$ cat src/lli_pkg.sv
// Shared constants and types for the line intersection block.
`timescale 1ns / 1ps
package lli_pkg;
   localparam int WORD_BITS = 32;
   localparam int FRAC_BITS = 16;
   localparam int MUL_BITS  = 2 * WORD_BITS;
   localparam int QUOT_BITS = WORD_BITS + FRAC_BITS;
   localparam int QDEPTH    = 8;
   localparam int QPTR_BITS = $clog2(QDEPTH);
   localparam int QCNT_BITS = QPTR_BITS + 1;
   localparam int FRONT_STAGES = 4;
   localparam int FCNT_BITS = $clog2(FRONT_STAGES + 1);

   typedef logic signed [WORD_BITS-1:0] word_type;
   typedef logic signed [MUL_BITS-1:0]  prod_type;

   // Work handed from the front end to the divider.
   typedef struct packed {
      word_type den;
      word_type nx;
      word_type ny;
   } item_type;

   // Occupancy reported for the flow-control decision.
   typedef struct packed {
      logic [FCNT_BITS-1:0] front_cnt;
      logic [QCNT_BITS-1:0] queue_cnt;
   } occ_type;

   // Fixed-point product: take the wrapped word above the fraction bits.
   function automatic word_type fx_take(input prod_type p);
      fx_take = p[FRAC_BITS+WORD_BITS-1:FRAC_BITS];
   endfunction
endpackage

$ cat src/lli_queue.sv
// Short queue between the front end and the divider.
`timescale 1ns / 1ps
module lli_queue import lli_pkg::*; (
   input  logic                 clock,
   input  logic                 reset,
   input  logic                 push,
   input  item_type             push_item,
   output logic                 pop,
   output item_type             pop_item,
   output logic [QCNT_BITS-1:0] count
);
   item_type               mem_ff [QDEPTH];
   logic [QPTR_BITS-1:0]   wr_ff, rd_ff;
   logic [QCNT_BITS-1:0]   cnt_ff;

   // The divider never stalls, so any held beat drains at once.
   assign pop      = (cnt_ff != '0);
   assign pop_item = mem_ff[rd_ff];
   assign count    = cnt_ff;

   always_ff @(posedge clock) begin
      if (reset) begin
         wr_ff  <= '0;
         rd_ff  <= '0;
         cnt_ff <= '0;
      end else begin
         if (push) wr_ff <= wr_ff + QPTR_BITS'(1);
         if (pop)  rd_ff <= rd_ff + QPTR_BITS'(1);
         cnt_ff <= cnt_ff + QCNT_BITS'(push) - QCNT_BITS'(pop);
      end
   end

   always_ff @(posedge clock) begin
      if (push) mem_ff[wr_ff] <= push_item;
   end
endmodule

$ cat config.mk
export PLATFORM = sky130hd
export DESIGN_NAME = lli_queue
export DESIGN_NICKNAME = d
export VERILOG_FILES = /design/src/lli_pkg.sv /design/src/lli_queue.sv
export SDC_FILE = /design/constraint.sdc
export NUM_CORES = 1
export LEC_CHECK = 0
export BUFFER_PORTS_ARGS = -buffer_cell sky130_fd_sc_hd__buf_2
export CAP_MARGIN = 40
export CELL_PAD_IN_SITES_DETAIL_PLACEMENT = 0
export CELL_PAD_IN_SITES_GLOBAL_PLACEMENT = 2
export CORE_AREA = 2 2 294 412
export CTS_BUF_LIST = sky130_fd_sc_hd__clkbuf_16
export CTS_CLUSTER_DIAMETER = 30
export DETAILED_ROUTE_END_ITERATION = 8
export DIE_AREA = 0 0 296 414
export PLACE_DENSITY_LB_ADDON = 0.2
export SYNTH_ARGS = -nofsm -noshare
export SYNTH_HDL_FRONTEND = slang
export SYNTH_SLANG_ARGS = --single-unit
$ cat constraint.sdc
create_clock -name clock -period 9.4 [get_ports clock]
set_clock_uncertainty 0.15 [all_clocks]
set_input_delay 0.94 -clock clock [delete_from_list [all_inputs] [get_ports clock]]
set_output_delay 0.94 -clock clock [all_outputs]
set_load 0.05 [all_outputs]
==> metrics.csv, run 1 <==
metric,value,unit
TritonCTS clock tree,yes,
Netlist cell types,25,
hold buffer count at CTS,0,
H-tree Lvls,4,
worst hold path type,in -> reg,
Post-CTS Resized,0,
Area Growth Syn to Fin,30.70,%
grt ovf,0,
first-pass GRT wire length,106.1,mm
Rel. slew slack,30.45,%
CP max FO,35,
average wire per standard cell,22.25,µm
Lkg Pwr,12.55,nW
Reg2Reg Capture Point,mem_ff[2][64],
Post-synth EDFFs,768,
power per standard cell area,324.9,mW/mm²
initial antenna violation count,21,
Synth async-reset ratio,0,%
Yosys top cell area share,78.33,%
Reg-to-Reg Start,wr_ff[2],
I/O Pins,200,
Root Buffer,clkbuf_16,
total wire length,72.75,mm
Final Non-Filler Cells,3270,
"top cells by area, synth","edfxtp_1 78%, mux4_2 15%, mux2_2 3.7%",
Cells after Synth,1180,
"Slowest-stage cell, CP",buf_4,
die height,414,µm
clock sink total,781,
Filler cells,11450,
Detailed Route Iter0 Violations,767,
DRT antenna net count,0,
Vias/cell,4.181,
Die X,296,µm
number of CTS-inserted buffers,167,
Crit path arrival time,4070,ps
Synthesized Nets,1287,
Yosys top cell by area,edfxtp_1,
# rows,150,
CP startpoint kind,flip-flop,
Placer Congestion,0.6699,
Initial Util,24.74,%
HP Start,push_item[28],
# port buffers,199,
FMAX,0.1939,GHz
cell mode on critical path,buf_4,
area occupied by multi-input gates,0.005779,mm²
final worst-path cycle share,54.87,%
synth warn,0,
DR pass1 iterations,5,
vias in the first global route,15560,
VDD IR-drop max,0.1727,mV
Clock Latency Late Sink,740,ps
minimum clock period,5157,ps
Clock transition at path regs,50,ps
NumNets Final,1640,
Worst Hold Depth,1,
WS Path Type,reg -> out,
Die Area,0.1225,mm²
R2R setup slack,6470,ps
register bit total from synthesis,781,
final hold vios,0,
routed vias,13670,
"most common cell after layout, fill and taps aside",edfxtp_1,
worst reg-to-reg path cell count,4,
# DRC,0,
setup violators final,0,
max-slew violation count,0,
Setup crit end kind,output port,
post-synthesis average cell area,24.95,µm²
share of cells above drive strength 1,47.88,%
Post-CTS Setup Bufs,0,
Sequential Area,0.02333,mm²
most frequent cells in the layout,"768 x edfxtp_1, 199 x buf_2, 192 x mux4_2, 168 x clkbuf_16, 96 x mux2_2",
largest net degree at the start of global routing,97,
core area,0.1190,mm²
max_cap viols,0,
GRT Total Usage,12.09,%
ys flop type,edfxtp_1,
crit-path max cell delay,680,ps
Worst-Margin Slew,1043,ps
synthesized area,0.02944,mm²
clk buf depth,3,
outcome,completed,
placed cells,2960,
sum of negative setup slack,0,ps
Worst EP required,8310,ps
sequential-to-total area share from yosys stat,79.21,%
Hold Path End,mem_ff[5][28],
hpwl dp,39.63,mm
RSZ-0062 raised after global routing,false,
critical-path cell list,buf_4 > buf_4 > buf_12 > mux4_2 > mux2_2 > buf_2,
-- cells in the mapped netlist, types with 2 or more instances --
cell type / number
buf_1: 14
nor2_1: 15
mux2i_1: 2
mux4_2: 192
dfxtp_1: 13
buf_6: 20
xor2_1: 3
ha_1: 7
clkbuf_1: 17
a21oi_1: 3
nor3_1: 2
buf_2: 4
mux2_2: 96
inv_1: 9
nand2_1: 3
edfxtp_1: 768
nand2b_1: 4
-- area by class of cell --
cell class | count | area share (%)
multi-input combinational | 335 | 15.02
clock buffer | 168 | 10.92
antenna | 1 | 0.006503
sequential | 781 | 60.64
tap | 1596 | 5.189
inverter | 9 | 0.08779
timing repair buffer | 239 | 4.064
clock inverter | 141 | 4.074
-- flip-flops by register name (all words and copies together) (netlist names), named ones only --
name	count
count	4
wr_ff	3
mem_ff	768
rd_ff	3
-- cells by family after synthesis --
logic type / after synthesis / share of synthesized area, %
flops: 781 / 79.21
mux: 290 / 18.43
buf+inv: 64 / 1.343
simple gates: 28 / 0.4335
fa+ha+maj: 8 / 0.3655
compound gates: 5 / 0.09772
xor+xnor: 4 / 0.1190
-- how the worst max path moves through the flow --
stage / slack (ps) / cells after the start / end / start
floorplan: 1050 / 2 / mem_ff[0][0] / push
global placement: 4710 / 5 / pop_item[29] / flip-flop
detailed placement: 4830 / 6 / pop_item[29] / flip-flop
CTS: 3950 / 6 / pop_item[29] / flip-flop
global route: 3840 / 6 / pop_item[29] / flip-flop
finish: 4240 / 6 / pop_item[29] / flip-flop
-- stage by stage --
stage / util (%) / total power [mW] / area (µm²) / setup slack, ps / hold slack (ps)
2_1_floorplan: - / 6.097 / 29440 / 1052 / 309.7
3_3_place_gp: 27.20 / 6.704 / 32360 / 4712 / 344.1
3_5_place_dp: 27.49 / 6.742 / 32710 / 4832 / 367.3
4_1_cts: 32.34 / 12.75 / 38480 / 3955 / 220.5
5_1_grt: 32.34 / 13.02 / 38480 / 3838 / 254.9
6_report: 32.34 / 12.50 / 38480 / 4243 / 307.0
-- worst max-delay path: cells and delay by family, from the launching register on --
kind	cells	cell delay, ps
multiplexers	2	840
flip-flops	1	670
buffers and inverters	4	1680
-- layer usage --
layer,GRT usage [%],vias up,share of wire [%]
li1,-,5854,-
met2,20.24,335,50
met4,4.177,24,2.5
met1,14.46,7288,42
met5,0,-,0.21
met3,4.057,172,5.4
-- where the power goes --
| group | switching (mW) | internal (mW) | total [mW] |
|---|---|---|---|
| Combinational | 1.64 | 0.930 | 2.57 |
| Clock | 1.94 | 3.98 | 5.91 |
| Sequential | 0.0734 | 3.95 | 4.02 |
No activity file was read; power rests on OpenSTA's default activity.
==> inputs of run 2 (changes only) <==
==> constraint.sdc (replaced) <==
create_clock -name clock -period 5.3 [get_ports clock]
set_clock_uncertainty 0.15 [all_clocks]
set_input_delay 0.53 -clock clock [delete_from_list [all_inputs] [get_ports clock]]
set_output_delay 0.53 -clock clock [all_outputs]
set_load 0.05 [all_outputs]
==> metrics.csv, run 2 (same netlist as run 1, synthesis figures left out) <==
metric,value,unit,change
GRT Total Usage,11.93,%,-0.16 points
max-slew violation count,0,,unchanged
Placer Congestion,0.6444,,-3.8%
Final Non-Filler Cells,3342,,+2.2%
final hold vios,0,,unchanged
Root Buffer,clkbuf_16,,
sum of negative setup slack,0,ps,unchanged
Detailed Route Iter0 Violations,672,,-12%
H-tree Lvls,4,,unchanged
die height,414,µm,unchanged
outcome,completed,,
I/O Pins,200,,unchanged
routed vias,13820,,+1.1%
power per standard cell area,548.6,mW/mm²,+69%
Rel. slew slack,45.56,%,+15 points
Vias/cell,4.134,,-1.1%
"most common cell after layout, fill and taps aside",edfxtp_1,,
# rows,150,,unchanged
hpwl dp,38.67,mm,-2.4%
Lkg Pwr,12.67,nW,+0.96%
Post-CTS Setup Bufs,0,,unchanged
worst path bufs/invs,3,,-1
largest net degree at the start of global routing,65,,-33%
first-pass GRT wire length,105.7,mm,-0.40%
grt ovf,0,,unchanged
WS Path Type,reg -> out,,
NumNets Final,1723,,+5.1%
placed cells,2958,,-0.068%
FMAX,0.2656,GHz,
average wire per standard cell,21.36,µm,-4.0%
max reg flops,768,,unchanged
CP startpoint kind,flip-flop,,
M3 GR Usage,3.424,%,-0.63 points
VDD IR-drop max,0.2720,mV,+57%
Worst EP required,4620,ps,-3690 ps
family with the most delay on the worst path,multiplexers,,
Die Area,0.1225,mm²,unchanged
total wire length,71.37,mm,-1.9%
RSZ-0062 raised after global routing,false,,
TritonCTS clock tree,yes,,
Reg-to-Reg Start,count[2],,
DR pass1 iterations,4,,-1
# port buffers,199,,unchanged
Crit path arrival time,3080,ps,-990 ps
Die X,296,µm,unchanged
Clock Latency Late Sink,720,ps,-20 ps
number of CTS-inserted buffers,154,,-7.8%
max_cap viols,0,,unchanged
Setup crit end kind,output port,,
setup violators final,0,,unchanged
critical-path cell list,buf_12 > buf_12 > mux4_2 > mux2_2 > buf_2,,
DRT antenna net count,0,,unchanged
cell mode on critical path,buf_12,,
Design Power,21.35,mW,+71%
vias in the first global route,15870,,+2.0%
HP Start,rd_ff[2],,
share of cells above drive strength 1,44.52,%,-3.4 points
clock sink total,781,,unchanged
initial antenna violation count,9,,-57%
minimum clock period,3765,ps,
clk buf depth,3,,unchanged
GR Util met2,20.24,%,about the same
met1 GRT Util,14.27,%,-0.19 points
Initial Util,24.74,%,unchanged
# DRC,0,,unchanged
Worst Hold Slack,337.7,ps,+30.70 ps
Most Crowded Layer GR,met2,,
crit-path max cell delay,610,ps,-70 ps
final worst-path cycle share,71.03,%,
worst hold path type,reg -> reg,,
Clock transition at path regs,50,ps,about the same
core area,0.1190,mm²,unchanged
"Slowest-stage cell, CP",dfxtp_4,,
most frequent cells in the layout,"768 x edfxtp_1, 199 x buf_2, 192 x mux4_2, 157 x clkbuf_16, 98 x dlygate4sd3_1",,
CP max FO,38,,+8.6%
largest register by flop count,mem_ff,,
Worst-Margin Slew,816.7,ps,-226.6 ps
Area Growth Syn to Fin,32.18,%,
## run 2: area by class of cell
type	count	area, µm²
clock buffers	157	3929
multi-input cells	335	5792
flip-flops and latches	781	23330
fillers	11410	80070
repair buffers	335	2557
well taps	1596	1997
clock inverters	126	1266
inverters	9	33.78
diodes	3	7.507
## run 2: worst paths after layout
| kind | depth (start not counted) | endpoint | slack [ps] |
|---|---|---|---|
| setup / recovery | 5 | pop_item[53] | 1540 |
| hold / removal | 2 | flip-flop | 340 |
| setup reg to reg | 11 | count[2] | 2520 |
| hold reg to reg | 2 | flip-flop | 340 |
## run 2: tightest hold or removal path, cell delays in order (launching register included)
cell and delay (ps):
dfxtp_1 300, o21ai_0 70, a21oi_1 70
## run 2: through the flow
stage	util, %	worst slack [ps]	area [µm²]
after floorplan	-	-56.68	29450
after global placement	27.35	2064	32550
after detailed placement	27.51	2160	32730
after CTS	32.70	1340	38910
after global routing	32.70	1287	38910
final	32.71	1535	38920
## run 2: power by group
group	switching [mW]	internal, mW
sequential	0.153	7.00
clock	3.14	6.42
combinational	2.92	1.72
total	6.21	15.1
## run 2: repair_timing
item,CTS,global route
endpoints found under the hold margin,780,0
hold buffers,98,0
gates resized for setup,0,0
## run 2: per-layer routing
layer / vias up / part of all wire [%]
met5: - / 0.090
met4: 8 / 2.6
met3: 144 / 5.1
met2: 326 / 51
met1: 7354 / 42
li1: 5985 / -
